[src/hdl/bpu_pkg.sv]
// ----------------------------------------------------------------------------
// bpu_pkg
// shared types and constants of the bitmask pixel unpacker
// ----------------------------------------------------------------------------
package bpu_pkg;

  localparam int MAX_SIDE   = 16384;
  localparam int CFG_W      = 32;
  localparam int BPP_W      = 3;
  localparam int SIDE_W     = 15;
  localparam int PITCH_W    = 17;
  localparam int ROW_W      = 14;
  localparam int PIX_W      = 32;
  localparam int CHAN_W     = 8;
  localparam int NUM_CHAN   = 4;
  localparam int DIV_STEPS  = 8;
  localparam int STEP_W     = 3;

  localparam logic [BPP_W-1:0]   BPP_MIN   = 3'd2;
  localparam logic [BPP_W-1:0]   BPP_MAX   = 3'd4;
  localparam logic [SIDE_W-1:0]  SIDE_MAX  = SIDE_W'(MAX_SIDE);
  localparam logic [CHAN_W-1:0]  FULL_CHAN = 8'd255;

  // reset values of the configuration registers
  localparam logic [BPP_W-1:0]   RST_BPP   = 3'd4;
  localparam logic [SIDE_W-1:0]  RST_W     = 15'd1;
  localparam logic [SIDE_W-1:0]  RST_H     = 15'd1;
  localparam logic [PITCH_W-1:0] RST_PITCH = 17'd4;
  localparam logic [PIX_W-1:0]   RST_RED   = 32'h00FF_0000;
  localparam logic [PIX_W-1:0]   RST_GREEN = 32'h0000_FF00;
  localparam logic [PIX_W-1:0]   RST_BLUE  = 32'h0000_00FF;
  localparam logic [PIX_W-1:0]   RST_ALPHA = 32'h0000_0000;

  // channel order inside the lane array
  localparam int CH_RED   = 0;
  localparam int CH_GREEN = 1;
  localparam int CH_BLUE  = 2;
  localparam int CH_ALPHA = 3;

  typedef enum logic [2:0] {
    REG_BPP   = 3'd0,
    REG_WIDTH = 3'd1,
    REG_HEIGHT= 3'd2,
    REG_PITCH = 3'd3,
    REG_RED   = 3'd4,
    REG_GREEN = 3'd5,
    REG_BLUE  = 3'd6,
    REG_ALPHA = 3'd7
  } reg_idx_t;

  // commands from the controller
  typedef struct packed {
    logic accept;    // input byte taken this cycle
    logic align;     // lanes shift mask toward bit 0
    logic prep;      // lanes form field*255 + mask/2
    logic div;       // lanes do one restoring divide step
    logic out_load;  // result goes to the output register
  } ctrl_cmd_t;

  // status back to the controller
  typedef struct packed {
    logic pixel_done;  // current byte completes a pixel
    logic aligned;     // all lanes aligned
    logic out_free;    // output register can take a result
  } ctrl_sts_t;

endpackage

[src/hdl/bitmask_pixel_unpack.sv]
// ----------------------------------------------------------------------------
// bitmask_pixel_unpack
// byte-stream unpacker for 16/24/32-bit bit-mask pixels into 8-bit rgba
// ----------------------------------------------------------------------------
// Raw pixel rows come in one byte per request, lowest byte of each pixel first,
// each row padded out to the configured pitch. A byte that does not finish a
// pixel, and every padding byte, is taken without stalling the input. Once the
// byte that finishes a pixel is taken, the input stalls while the four channel
// lanes first slide their masks down to bit 0 (shift by eight while the low
// byte of the mask is empty, otherwise by one; up to ten shifts), then form
// field*255 + mask/2, then run an eight-step restoring divide, and finally
// load the shared output register. That output register lets the next bytes
// flow in while a result still waits on out_stall. Each result carries row
// end, image end and a mask fault flag (empty color mask, noncontiguous mask,
// mask wider than the pixel, or overlapping masks); pixels are still delivered
// when the flag is set. An empty alpha mask reads as 255. Configuration
// registers are plain writes and should only change while the block is idle;
// stream counters are not cleared by a write.
// ----------------------------------------------------------------------------
module bitmask_pixel_unpack
  import bpu_pkg::*;
(
  input  logic             clk,
  input  logic             rst_n,

  // configuration write port
  input  logic             cfg_we,
  input  logic [2:0]       cfg_index,
  input  logic [CFG_W-1:0] cfg_wdata,

  // byte request channel
  input  logic             in_valid,
  output logic             in_stall,
  input  logic [7:0]       in_data_byte,

  // pixel result channel
  output logic             out_valid,
  input  logic             out_stall,
  output logic [7:0]       out_red,
  output logic [7:0]       out_green,
  output logic [7:0]       out_blue,
  output logic [7:0]       out_alpha,
  output logic             out_row_end,
  output logic             out_image_end,
  output logic             out_mask_fault
);

  ctrl_cmd_t cmd;
  ctrl_sts_t sts;

  // sequencer: owns the input stall and steps the lanes
  bpu_ctrl u_ctrl (
    .clk      (clk),
    .rst_n    (rst_n),
    .in_valid (in_valid),
    .in_stall (in_stall),
    .sts      (sts),
    .cmd      (cmd)
  );

  // datapath: registers, row/pixel counters, scaling lanes, output stage
  bpu_datapath u_dp (
    .clk            (clk),
    .rst_n          (rst_n),
    .cfg_we         (cfg_we),
    .cfg_index      (cfg_index),
    .cfg_wdata      (cfg_wdata),
    .in_data_byte   (in_data_byte),
    .cmd            (cmd),
    .sts            (sts),
    .out_valid      (out_valid),
    .out_stall      (out_stall),
    .out_red        (out_red),
    .out_green      (out_green),
    .out_blue       (out_blue),
    .out_alpha      (out_alpha),
    .out_row_end    (out_row_end),
    .out_image_end  (out_image_end),
    .out_mask_fault (out_mask_fault)
  );

endmodule

[src/hdl/bpu_scale_lane.sv]
// ----------------------------------------------------------------------------
// bpu_scale_lane
// one color channel: mask alignment and scaling to 0..255 by restoring divide
// ----------------------------------------------------------------------------
module bpu_scale_lane
  import bpu_pkg::*;
(
  input  logic              clk,
  input  logic              load,
  input  ctrl_cmd_t         cmd,
  input  logic [PIX_W-1:0]  px,
  input  logic [PIX_W-1:0]  mask,
  output logic [CHAN_W-1:0] value,
  output logic              aligned,
  output logic              contig
);

  localparam int REM_W = PIX_W + CHAN_W;
  localparam int DIV_W = PIX_W + DIV_STEPS - 1;

  logic [PIX_W-1:0]  field_r;
  logic [PIX_W-1:0]  mask_r;
  logic [REM_W-1:0]  rem_r;
  logic [DIV_W-1:0]  div_r;
  logic [CHAN_W-1:0] quo_r;
  logic [REM_W-1:0]  prep_sum;
  logic              fits;
  logic              mask_zero;

  assign mask_zero = (mask_r == '0);
  assign aligned   = mask_zero | mask_r[0];
  assign contig    = ((mask_r + PIX_W'(1)) & mask_r) == '0;

  // field*255 + mask/2, never above 40 bits
  assign prep_sum = {field_r, 8'd0} - {8'd0, field_r} + {9'd0, mask_r[PIX_W-1:1]};
  assign fits     = (rem_r >= {1'b0, div_r});

  always_ff @(posedge clk) begin
    if (load) begin
      field_r <= px & mask;
      mask_r  <= mask;
    end else if (cmd.align && !aligned) begin
      if (mask_r[7:0] == 8'd0) begin
        field_r <= field_r >> 8;
        mask_r  <= mask_r >> 8;
      end else begin
        field_r <= field_r >> 1;
        mask_r  <= mask_r >> 1;
      end
    end

    if (cmd.prep) begin
      rem_r <= prep_sum;
      div_r <= {mask_r, 7'd0};
    end else if (cmd.div) begin
      if (fits) begin
        rem_r <= rem_r - {1'b0, div_r};
      end
      div_r <= div_r >> 1;
      quo_r <= {quo_r[CHAN_W-2:0], fits};
    end
  end

  assign value = mask_zero ? FULL_CHAN : quo_r;

endmodule

[src/hdl/bpu_datapath.sv]
// ----------------------------------------------------------------------------
// bpu_datapath
// configuration, byte counters, pixel gather, scaling lanes and output register
// ----------------------------------------------------------------------------
module bpu_datapath
  import bpu_pkg::*;
(
  input  logic              clk,
  input  logic              rst_n,
  input  logic              cfg_we,
  input  logic [2:0]        cfg_index,
  input  logic [CFG_W-1:0]  cfg_wdata,
  input  logic [7:0]        in_data_byte,
  input  ctrl_cmd_t         cmd,
  output ctrl_sts_t         sts,
  output logic              out_valid,
  input  logic              out_stall,
  output logic [7:0]        out_red,
  output logic [7:0]        out_green,
  output logic [7:0]        out_blue,
  output logic [7:0]        out_alpha,
  output logic              out_row_end,
  output logic              out_image_end,
  output logic              out_mask_fault
);

  // configuration registers
  logic [BPP_W-1:0]   bpp_r;
  logic [SIDE_W-1:0]  width_r;
  logic [SIDE_W-1:0]  height_r;
  logic [PITCH_W-1:0] pitch_r;
  logic [PIX_W-1:0]   mask_r [NUM_CHAN];

  // stream position
  logic [PIX_W-1:0]   gather_r, gather_nxt;
  logic [1:0]         bip_r, bip_nxt;
  logic [PITCH_W-1:0] bir_r, bir_nxt;
  logic [ROW_W-1:0]   row_r, row_nxt;
  logic               row_end_r, image_end_r;

  // output register
  logic               out_valid_r;
  logic [CHAN_W-1:0]  chan_out_r [NUM_CHAN];
  logic               row_end_out_r, image_end_out_r, fault_out_r;

  logic [BPP_W-1:0]   bpp_eff;
  logic [SIDE_W-1:0]  w_eff, h_eff;
  logic [PITCH_W-1:0] tight, pitch_eff;
  logic [PITCH_W:0]   pos_inc;
  logic               in_pixel, last_row, pix_last, row_done, row_last;
  logic [PIX_W-1:0]   gather_or;
  logic [CHAN_W-1:0]  lane_val [NUM_CHAN];
  logic [NUM_CHAN-1:0] lane_aligned, lane_contig;
  logic [NUM_CHAN-1:0] lane_ok;
  logic               fault;

  function automatic logic [SIDE_W-1:0] clamp_side(input logic [SIDE_W-1:0] v);
    if (v == '0) begin
      return SIDE_W'(1);
    end else if (v > SIDE_MAX) begin
      return SIDE_MAX;
    end
    return v;
  endfunction

  function automatic logic too_wide(input logic [PIX_W-1:0] m, input logic [BPP_W-1:0] bpp);
    logic r;
    case (bpp)
      3'd2:    r = |m[31:16];
      3'd3:    r = |m[31:24];
      default: r = 1'b0;
    endcase
    return r;
  endfunction

  always_ff @(posedge clk) begin
    if (!rst_n) begin
      bpp_r            <= RST_BPP;
      width_r          <= RST_W;
      height_r         <= RST_H;
      pitch_r          <= RST_PITCH;
      mask_r[CH_RED]   <= RST_RED;
      mask_r[CH_GREEN] <= RST_GREEN;
      mask_r[CH_BLUE]  <= RST_BLUE;
      mask_r[CH_ALPHA] <= RST_ALPHA;
    end else if (cfg_we) begin
      case (reg_idx_t'(cfg_index))
        REG_BPP:    bpp_r            <= cfg_wdata[BPP_W-1:0];
        REG_WIDTH:  width_r          <= cfg_wdata[SIDE_W-1:0];
        REG_HEIGHT: height_r         <= cfg_wdata[SIDE_W-1:0];
        REG_PITCH:  pitch_r          <= cfg_wdata[PITCH_W-1:0];
        REG_RED:    mask_r[CH_RED]   <= cfg_wdata;
        REG_GREEN:  mask_r[CH_GREEN] <= cfg_wdata;
        REG_BLUE:   mask_r[CH_BLUE]  <= cfg_wdata;
        REG_ALPHA:  mask_r[CH_ALPHA] <= cfg_wdata;
        default:    ;
      endcase
    end
  end

  // effective geometry
  always_comb begin
    if (bpp_r < BPP_MIN) begin
      bpp_eff = BPP_MIN;
    end else if (bpp_r > BPP_MAX) begin
      bpp_eff = BPP_MAX;
    end else begin
      bpp_eff = bpp_r;
    end
    w_eff = clamp_side(width_r);
    h_eff = clamp_side(height_r);
    case (bpp_eff)
      3'd2:    tight = {1'b0, w_eff, 1'b0};
      3'd3:    tight = {2'b0, w_eff} + {1'b0, w_eff, 1'b0};
      default: tight = {w_eff, 2'b0};
    endcase
    pitch_eff = (pitch_r < tight) ? tight : pitch_r;
  end

  assign pos_inc   = {1'b0, bir_r} + (PITCH_W+1)'(1);
  assign in_pixel  = (bir_r < tight);
  assign last_row  = ({1'b0, row_r} + SIDE_W'(1)) >= h_eff;
  assign pix_last  = ({1'b0, bip_r} + BPP_W'(1)) >= bpp_eff;
  assign row_last  = pos_inc >= {1'b0, tight};
  assign row_done  = pos_inc >= {1'b0, pitch_eff};
  assign gather_or = gather_r | ({24'd0, in_data_byte} << {bip_r, 3'b000});

  // next stream position for an accepted byte
  always_comb begin
    gather_nxt = gather_r;
    bip_nxt    = bip_r;
    bir_nxt    = bir_r;
    row_nxt    = row_r;
    if (in_pixel) begin
      if (pix_last) begin
        gather_nxt = '0;
        bip_nxt    = '0;
      end else begin
        gather_nxt = gather_or;
        bip_nxt    = bip_r + 2'd1;
      end
    end
    if (row_done) begin
      bir_nxt    = '0;
      gather_nxt = '0;
      bip_nxt    = '0;
      row_nxt    = last_row ? '0 : row_r + ROW_W'(1);
    end else begin
      bir_nxt = pos_inc[PITCH_W-1:0];
    end
  end

  always_ff @(posedge clk) begin
    if (!rst_n) begin
      gather_r <= '0;
      bip_r    <= '0;
      bir_r    <= '0;
      row_r    <= '0;
    end else if (cmd.accept) begin
      gather_r <= gather_nxt;
      bip_r    <= bip_nxt;
      bir_r    <= bir_nxt;
      row_r    <= row_nxt;
    end
  end

  always_ff @(posedge clk) begin
    if (cmd.accept && sts.pixel_done) begin
      row_end_r   <= row_last;
      image_end_r <= row_last && last_row;
    end
  end

  for (genvar c = 0; c < NUM_CHAN; c++) begin : g_lane
    bpu_scale_lane u_lane (
      .clk     (clk),
      .load    (cmd.accept && sts.pixel_done),
      .cmd     (cmd),
      .px      (gather_or),
      .mask    (mask_r[c]),
      .value   (lane_val[c]),
      .aligned (lane_aligned[c]),
      .contig  (lane_contig[c])
    );
    assign lane_ok[c] = (mask_r[c] != '0) && !too_wide(mask_r[c], bpp_eff) && lane_contig[c];
  end

  // color masks must be usable; alpha may be empty; no two may share a bit
  assign fault = !lane_ok[CH_RED] || !lane_ok[CH_GREEN] || !lane_ok[CH_BLUE]
              || ((mask_r[CH_ALPHA] != '0) && !lane_ok[CH_ALPHA])
              || |(mask_r[CH_RED] & mask_r[CH_GREEN])
              || |(mask_r[CH_RED] & mask_r[CH_BLUE])
              || |(mask_r[CH_GREEN] & mask_r[CH_BLUE])
              || |(mask_r[CH_ALPHA] & (mask_r[CH_RED] | mask_r[CH_GREEN] | mask_r[CH_BLUE]));

  always_ff @(posedge clk) begin
    if (!rst_n) begin
      out_valid_r <= 1'b0;
    end else if (cmd.out_load) begin
      out_valid_r <= 1'b1;
    end else if (!out_stall) begin
      out_valid_r <= 1'b0;
    end
  end

  always_ff @(posedge clk) begin
    if (cmd.out_load) begin
      for (int c = 0; c < NUM_CHAN; c++) begin
        chan_out_r[c] <= lane_val[c];
      end
      row_end_out_r   <= row_end_r;
      image_end_out_r <= image_end_r;
      fault_out_r     <= fault;
    end
  end

  assign sts.pixel_done = in_pixel && pix_last;
  assign sts.aligned    = &lane_aligned;
  assign sts.out_free   = !out_valid_r || !out_stall;

  assign out_valid      = out_valid_r;
  assign out_red        = chan_out_r[CH_RED];
  assign out_green      = chan_out_r[CH_GREEN];
  assign out_blue       = chan_out_r[CH_BLUE];
  assign out_alpha      = chan_out_r[CH_ALPHA];
  assign out_row_end    = row_end_out_r;
  assign out_image_end  = image_end_out_r;
  assign out_mask_fault = fault_out_r;

endmodule

[src/hdl/bpu_ctrl.sv]
// ----------------------------------------------------------------------------
// bpu_ctrl
// sequencer for byte intake, mask alignment, divide steps and result load
// ----------------------------------------------------------------------------
module bpu_ctrl
  import bpu_pkg::*;
(
  input  logic      clk,
  input  logic      rst_n,
  input  logic      in_valid,
  output logic      in_stall,
  input  ctrl_sts_t sts,
  output ctrl_cmd_t cmd
);

  typedef enum logic [4:0] {
    S_IDLE  = 5'b00001,
    S_ALIGN = 5'b00010,
    S_PREP  = 5'b00100,
    S_DIV   = 5'b01000,
    S_DONE  = 5'b10000
  } state_t;

  state_t            state_r, state_nxt;
  logic [STEP_W-1:0] step_r, step_nxt;

  always_comb begin
    state_nxt    = state_r;
    step_nxt     = step_r;
    cmd          = '0;
    cmd.accept   = (state_r == S_IDLE) && in_valid;
    case (state_r)
      S_IDLE: begin
        if (in_valid && sts.pixel_done) begin
          state_nxt = S_ALIGN;
        end
      end
      S_ALIGN: begin
        cmd.align = 1'b1;
        if (sts.aligned) begin
          state_nxt = S_PREP;
        end
      end
      S_PREP: begin
        cmd.prep  = 1'b1;
        step_nxt  = '0;
        state_nxt = S_DIV;
      end
      S_DIV: begin
        cmd.div  = 1'b1;
        step_nxt = step_r + STEP_W'(1);
        if (step_r == STEP_W'(DIV_STEPS - 1)) begin
          state_nxt = S_DONE;
        end
      end
      S_DONE: begin
        if (sts.out_free) begin
          cmd.out_load = 1'b1;
          state_nxt    = S_IDLE;
        end
      end
      default: state_nxt = S_IDLE;
    endcase
  end

  always_ff @(posedge clk) begin
    if (!rst_n) begin
      state_r <= S_IDLE;
      step_r  <= '0;
    end else begin
      state_r <= state_nxt;
      step_r  <= step_nxt;
    end
  end

  assign in_stall = (state_r != S_IDLE);

endmodule
[config.mk]
export PLATFORM = sky130hd
export DESIGN_NAME = bitmask_pixel_unpack
export DESIGN_NICKNAME = d
export VERILOG_FILES = /design/src/hdl/bpu_pkg.sv /design/src/hdl/bitmask_pixel_unpack.sv /design/src/hdl/bpu_scale_lane.sv /design/src/hdl/bpu_datapath.sv /design/src/hdl/bpu_ctrl.sv
export SDC_FILE = /design/constraint.sdc
export NUM_CORES = 2
export LEC_CHECK = 0
export ABC_AREA = 1
export BUFFER_PORTS_ARGS = -buffer_cell sky130_fd_sc_hd__buf_4
export CAP_MARGIN = 10
export CORE_MARGIN = 5
export CORE_UTILIZATION = 50
export DETAILED_ROUTE_END_ITERATION = 6
export GPL_TIMING_DRIVEN = 1
export HOLD_SLACK_MARGIN = 0.15
export PLACE_DENSITY = 0.65
export RECOVER_POWER = 100
export SYNTH_ARGS = -nofsm -noshare
export SYNTH_HDL_FRONTEND = slang
export SYNTH_SLANG_ARGS = --single-unit
[constraint.sdc]
create_clock -name clk -period 7.4 [get_ports clk]
set_input_delay 0.74 -clock clk [delete_from_list [all_inputs] [get_ports clk]]
set_output_delay 0.74 -clock clk [all_outputs]
set_load 0.01 [all_outputs]
-- Word-level counts from Yosys, hierarchy flattened
Memories as Yosys holds them, arrays and structs flattened.
Index checks and enable logic that the tools add are counted.
Widths: inputs -> output; s select.
- bits in registers: 733
- bits in writable memories: 160
- input port bits: 48
- output and inout port bits: 37
- word-level logic and storage cells: 330
- memories kept: 2
- add/sub/neg operators: 23
- order comparisons: 14
- equality and inequality tests: 21
- shift-type cells: 1
- multiplexer cells: 110
- bitwise operators: 24
- reductions and logical operators: 95
- memories (name ; words ; width ; rd ports ; clocked after Yosys merged registers in ; wr ports ; line ; text):
    u_dp.mask_r ; 4 ; 32 ; 4 ; 0 ; 4 ; bpu_datapath.sv:32 ; logic [PIX_W-1:0] mask_r [NUM_CHAN];
    u_dp.chan_out_r ; 4 ; 8 ; 4 ; 0 ; 4 ; bpu_datapath.sv:43 ; logic [CHAN_W-1:0] chan_out_r [NUM_CHAN];
- operator list (cell ; number):
    $mux 32 ; 23
    $mux 40 ; 12
    $and 32x32->32 ; 12
    $mux 39 ; 8
    $logic_not 32->1 ; 8
    $mux 31 ; 8
    $add 40x31->40 ; 4
    $ge 40x39->1 ; 4
    $sub 40x32->40 ; 4
    $sub 40x39->40 ; 4
    $add 32x1->32 const B ; 4
    $reduce_bool 32->1 ; 4
    $reduce_or 32->1 ; 4
    $or 32x32->32 ; 3
    $mux 15 ; 6
    $reduce_or 16->1 ; 4
    $ge 18x17->1 ; 2
    $lt 17x17->1 ; 2
    $mux 17 ; 2
    $pmux 17 s2 ; 1
    $logic_not 8->1 ; 4
    $mux 8 ; 4
    $reduce_or 8->1 ; 4
    $shl 8x5->32 ; 1
    41 further kinds ; 156

-- Longest topological paths before layout
- word-level depth: 16
- depth in mapped cells: 45

-- Cells and area by module
From an unflattened synthesis, not the netlist that was laid out.
- cell total of the unflattened synthesis: 10550
- area total of the unflattened synthesis: 72364.4 µm²
- modules (own cells, without submodules) (module ; instances ; cells each ; area an instance (µm²) ; seq. area each (µm²)):
    bpu_datapath ; 1 ; 1992 ; 15836.4 ; 7277.0
    bpu_scale_lane (u_dp.g_lane[1].u_lane) ; 1 ; 2129 ; 14047.2 ; 4464.3
    bpu_scale_lane (u_dp.g_lane[2].u_lane) ; 1 ; 2122 ; 14013.4 ; 4464.3
    bpu_scale_lane (u_dp.g_lane[0].u_lane) ; 1 ; 2124 ; 14010.9 ; 4464.3
    bpu_scale_lane (u_dp.g_lane[3].u_lane) ; 1 ; 2119 ; 14005.9 ; 4464.3
    bpu_ctrl ; 1 ; 64 ; 450.4 ; 160.2

-- Worst setup path after synthesis
Ideal clock, no wire load.
- kind: reg-to-reg
- from: register u_dp.width_r[0]
- to: register u_dp.g_lane[2].u_lane.field_r[0] (enable)
- setup time: 0.423 ns
- arrival time: 5.812 ns
- data required time: 6.977 ns
- slack: 1.165 ns
- cell stages (with the launch flop): 29
- path buffers: 4
- clock period less this slack: 6.235 ns
- cells stage by stage: dfxtp_1 nor2_1 nand3_1 nor2_1 nand3_1 nand2_1 clkbuf_1 nor2_1 ha_1 nand2_1 o21ai_0 inv_1 o21ai_0 nand2_1 nand3b_1 nand3_1 xor2_1 o21ai_0 ha_1 nand2_1 o2111ai_1 a31oi_1 nand3_1 nor2_2 buf_2 inv_2 buf_2 buf_1 nand2_1
- word-level cells in the longest chain between the ends: 10
- elaborated cells on any way between the ends: 12
- classes of those cells: add/sub (1); order compare (2); mux (5); reduce/logical (4)
- RTL lines (element ; line ; text):
    from (decl) ; bpu_datapath.sv:29 ; logic [SIDE_W-1:0] width_r;
    from (signal assigned) ; bpu_datapath.sv:89 ; REG_WIDTH: width_r <= cfg_wdata[SIDE_W-1:0];
    $gt 15x15->1 ; bpu_datapath.sv:60 ; end else if (v > SIDE_MAX) begin
    $mux 1 ; bpu_datapath.sv:60 ;
    $mux 1 ; bpu_datapath.sv:58 ; if (v == '0) begin
    $mux 15 (*) ; bpu_datapath.sv:63 ; return v;
    $add 15x16->17 ; bpu_datapath.sv:114 ; 3'd3: tight = {2'b0, w_eff} + {1'b0, w_eff, 1'b0};
    $pmux 17 s2 (*) ; bpu_datapath.sv:112 ; case (bpp_eff)
    $lt 17x17->1 (*) ; bpu_datapath.sv:121 ; assign in_pixel = (bir_r < tight);
    $logic_and 1x1->1 (*) ; bpu_datapath.sv:217 ; assign sts.pixel_done = in_pixel && pix_last;
    $logic_and 1x1->1 (*) ; bpu_datapath.sv:177 ; .load (cmd.accept && sts.pixel_done),
    $reduce_bool 2->1 (no line) (*) ; n/a ;
    to (signal assigned) ; bpu_scale_lane.sv:40 ; field_r <= px & mask;
    to (signal assigned) ; bpu_scale_lane.sv:44 ; field_r <= field_r >> 8;
    to (signal assigned) ; bpu_scale_lane.sv:47 ; field_r <= field_r >> 1;
    to (decl) ; bpu_scale_lane.sv:21 ; logic [PIX_W-1:0] field_r;
Mark *: on every way between the ends. The rest lies on a longest branch, timed or not.
A chain may end at the register's enable or synchronous reset.

-- Final worst setup path
- from: register u_ctrl.state_r[4]
- to: register u_dp.g_lane[2].u_lane.div_r[37] (enable)
- word-level cells in the longest chain between the ends: 3
- elaborated cells on any way between the ends: 5
- classes of those cells: eq/ne (2); mux (2); reduce/logical (1)
- RTL lines (element ; line ; text):
    from (decl) ; bpu_ctrl.sv:24 ; state_t state_r, state_nxt;
    from (signal assigned) ; bpu_ctrl.sv:71 ; state_r <= state_nxt;
    $eq 5x4->1 / $eq 5x3->1 (equally long branches) ; bpu_ctrl.sv:32 ; case (state_r)
    $mux 1 ; bpu_ctrl.sv:32 ;
    $reduce_bool 2->1 (no line) (*) ; n/a ;
    to (signal assigned) ; bpu_scale_lane.sv:54 ; div_r <= {mask_r, 7'd0};
    to (signal assigned) ; bpu_scale_lane.sv:59 ; div_r <= div_r >> 1;
    to (decl) ; bpu_scale_lane.sv:24 ; logic [DIV_W-1:0] div_r;
Marks and branches as above.

==> results.cfg <==
[placement]
place_area_sq_mm = 0.06961
hpwl_mm = 200.2
gp_congestion = 1.046
dp_slack_ns = 0.8180
dp.cells = 10590
io_buffers = 84

[sta]
rsz0062_at_grt = false
worstMarginPinSlew_ns = 4.436
setup_violations = 13
max_freq_mhz = 135.0
whs_ns = 0.2380
post-route-period-util_pct = 100.1
slew_violations = 1011
layout_setup_ws_ns = -0.006856
skew_ns = 0.04200
timing.slew.headroom_pct = -195.7
fin_crit_ns = 7.407
setup_tns_ns = -0.05338
final-hold-violation-count = 0

[flow_run]
cap_viol_max_count = 22

[grt]
grt_pass1_vias = 59540
grt-ovfl-total = 0
antenna_found_initial = 8
grt_max_degree = 145
track_usage_pct = 35.50
grt_pass1_wl_mm = 382.0

[clocking]
h-tree-depth = 3
cts-resized-gates = 0
clk_path_buf_depth = 3
cts_setup_buffers = 0
clk_pin_slew_ns = 0.06
cts_tree = yes
clockRootBuffer = clkbuf_16
postCtsHoldBufs = 0
clk_latency_ns = 0.76
cts_buffers = 106
cts_sinks = 893

[logic_synthesis]
syn_avg_cell_area_sq_um = 7.525
synth_cell_types = 64
yosysSeqAreaShare_pct = 37.74
yosys.area.top_type = edfxtp_1
ys_ff_latch = 893
yosys-top-cells-area = edfxtp_1 (33%), nand2_1 (9.5%), ha_1 (8.4%), inv_1 (8.2%), o21ai_0 (6.6%)
async_reset_ff_share_pct = 0
postSynthCellCount = 8907
synth_top_area_share_pct = 33.20
synth_ff_type = edfxtp_1
syn-num-nets = 9504
synth_edf_count = 741
synth_warnings = 0
synth_area_sq_mm = 0.06702

[floorplan]
die_x_microns = 376.1
initial_core_util_pct = 50.28
dieArea_sq_mm = 0.1415
die_h_microns = 376.1
io_pins = 85
rows = 134
core_region_area_sq_mm = 0.1333

[cells_and_area]
nets = 9524
final_common_cell = nand2_1
final_cells = 10790
final_area_sq_mm = 0.07280
syn_to_final_growth_pct = 8.614
final_cell_mix = nand2_1 (1688), inv_1 (1458), nor2_1 (955), o21ai_0 (890), edfxtp_1 (741)
layout-drive-gt1-share_pct = 4.069

[run_status]
violations = DRC, capacitance limit, slew limit, setup timing
status = complete, but fails checks

[power]
p_per_area_mw_per_mm2 = 236.9
p_leak_nw = 32.21
pwr-share-clk_pct = 30.9
internal-power_w = 0.01046
p_sw_w = 0.006786
peakVddDrop_v = 0.0001857
swShare_pct = 39.36
p_comb_share_pct = 32.7
p_seq_share_pct = 36.4

[critical_path]
required_ns = 7.81
critPathLaunchType = register
critPathKind = reg -> reg
arrival_ns = 7.82
worst_setup_path_end_kind = register
worstPathMaxFanout = 52

[detailed_routing]
vias = 64630
viasPerCell = 5.988
ant_nets = 0
drt-pass1-iter-count = 7
wl_mm = 260.3
drt_iter0_markers = 8567
wl_per_cell_microns = 24.12
post-route-drc-count = 13

[hold_path]
min_path_type = in -> reg
==> power groups by stage <==
stage	combinational (W)	sequential, W	clock (W)
after floorplan	0.00355	0.00615	0
after global placement	0.00543	0.00635	0
after detailed placement	0.00545	0.00635	0
after CTS	0.00549	0.00624	0.00539
after global routing	0.00611	0.00629	0.00558
final	0.00563	0.00628	0.00533
==> cells in the mapped netlist (all sizes together), types with 25 or more instances <==
| library cell | number |
|---|---|
| a21o | 64 |
| a21oi | 723 |
| a31oi | 149 |
| buf | 59 |
| clkbuf | 177 |
| dfxtp | 152 |
| edfxtp | 741 |
| fa | 100 |
| ha | 449 |
| inv | 1463 |
| nand2 | 1695 |
| nand3 | 395 |
| nand4 | 111 |
| nor2 | 964 |
| nor3 | 91 |
| nor4 | 53 |
| o211ai | 77 |
| o21a | 25 |
| o21ai | 904 |
| o221ai | 26 |
| o22ai | 164 |
| o31ai | 30 |
| or2 | 62 |
| xnor2 | 48 |
| xor2 | 59 |
==> cells by family (layout without fill, tap and decap cells) <==
logic type	after synthesis	after routing	share of synthesized area, %
xor gates and xnor gates	107	107	1.398
AOI/OAI and AO/OA	2236	2236	18.56
and+or+nand+nor	3410	3410	21.15
DFF	893	893	37.74
muxes	5	5	0.07654
buffers and inverters	1707	1820	9.707
adders and majority gates	549	549	11.37
other	0	6	0
==> state kept, by name, summed over array words and instances (netlist names), 2 cells and up <==
register                    flops
u_dp.g_lane.u_lane.rem_r      160
u_dp.g_lane.u_lane.div_r      156
u_dp.g_lane.u_lane.field_r    128
u_dp.g_lane.u_lane.mask_r     128
u_dp.mask_r                   128
u_dp.chan_out_r                32
u_dp.g_lane.u_lane.quo_r       32
u_dp.gather_r                  32
u_dp.bir_r                     17
u_dp.pitch_r                   17
u_dp.height_r                  15
u_dp.width_r                   15
u_dp.row_r                     14
u_ctrl.state_r                  5
u_ctrl.step_r                   3
u_dp.bpp_r                      3
u_dp.bip_r                      2
==> worst max-delay path, stage by stage, from the launching register on <==
cell	delay, ns
dfxtp_1	0.35
inv_1	0.09
nand4_1	0.12
clkbuf_1	1.30
clkinvlp_2	2.64
nor2_1	1.46
inv_6	0.43
buf_4	0.47
==> path summary, 6_finish.rpt <==
| check | slack, ns | cells past startpoint | endpoint | startpoint |
|---|---|---|---|---|
| worst max-delay path | -0.007 | 7 | u_dp.g_lane[2].u_lane.div_r[37]$_DFFE_PP_ | u_ctrl.state_r[4]$_SDFFE_PN0P_ |
| worst min register to register | 0.44 | 0 | u_dp.g_lane[3].u_lane.quo_r[4]$_DFFE_PP_ | u_dp.g_lane[3].u_lane.quo_r[3]$_DFFE_PP_ |
| worst max register to register | -0.007 | 7 | u_dp.g_lane[2].u_lane.div_r[37]$_DFFE_PP_ | u_ctrl.state_r[4]$_SDFFE_PN0P_ |
| worst min-delay path | 0.24 | 3 | u_dp.pitch_r[2]$_SDFFE_PN1P_ | cfg_wdata[2] |
==> final cells by class <==
type	count	area (sq um)
Timing Repair Buffer	148	982.2
Inverter	1471	5532
Multi-Input combinational cell	6307	35290
Clock buffer	142	2909
Sequential cell	893	25290
Fill cell	13130	60490
Tap cell	1768	2212
Antenna cell	6	15.01
Clock inverter	59	566.8
==> metal layers <==
layer,part of all wire (%),GRT usage [%]
met5,0.013,0.1372
met4,4.6,14.90
met3,10,6.819
met2,43,53.23
met1,42,50.36
==> stage by stage <==
step	power (W)	util, %
global placement	0.01178	52.22
finish	0.01724	54.61
floorplan	0.009700	-
global route	0.01798	54.60
CTS	0.01712	54.83
detailed placement	0.01180	52.22
No activity file was read; power rests on OpenSTA's default activity.
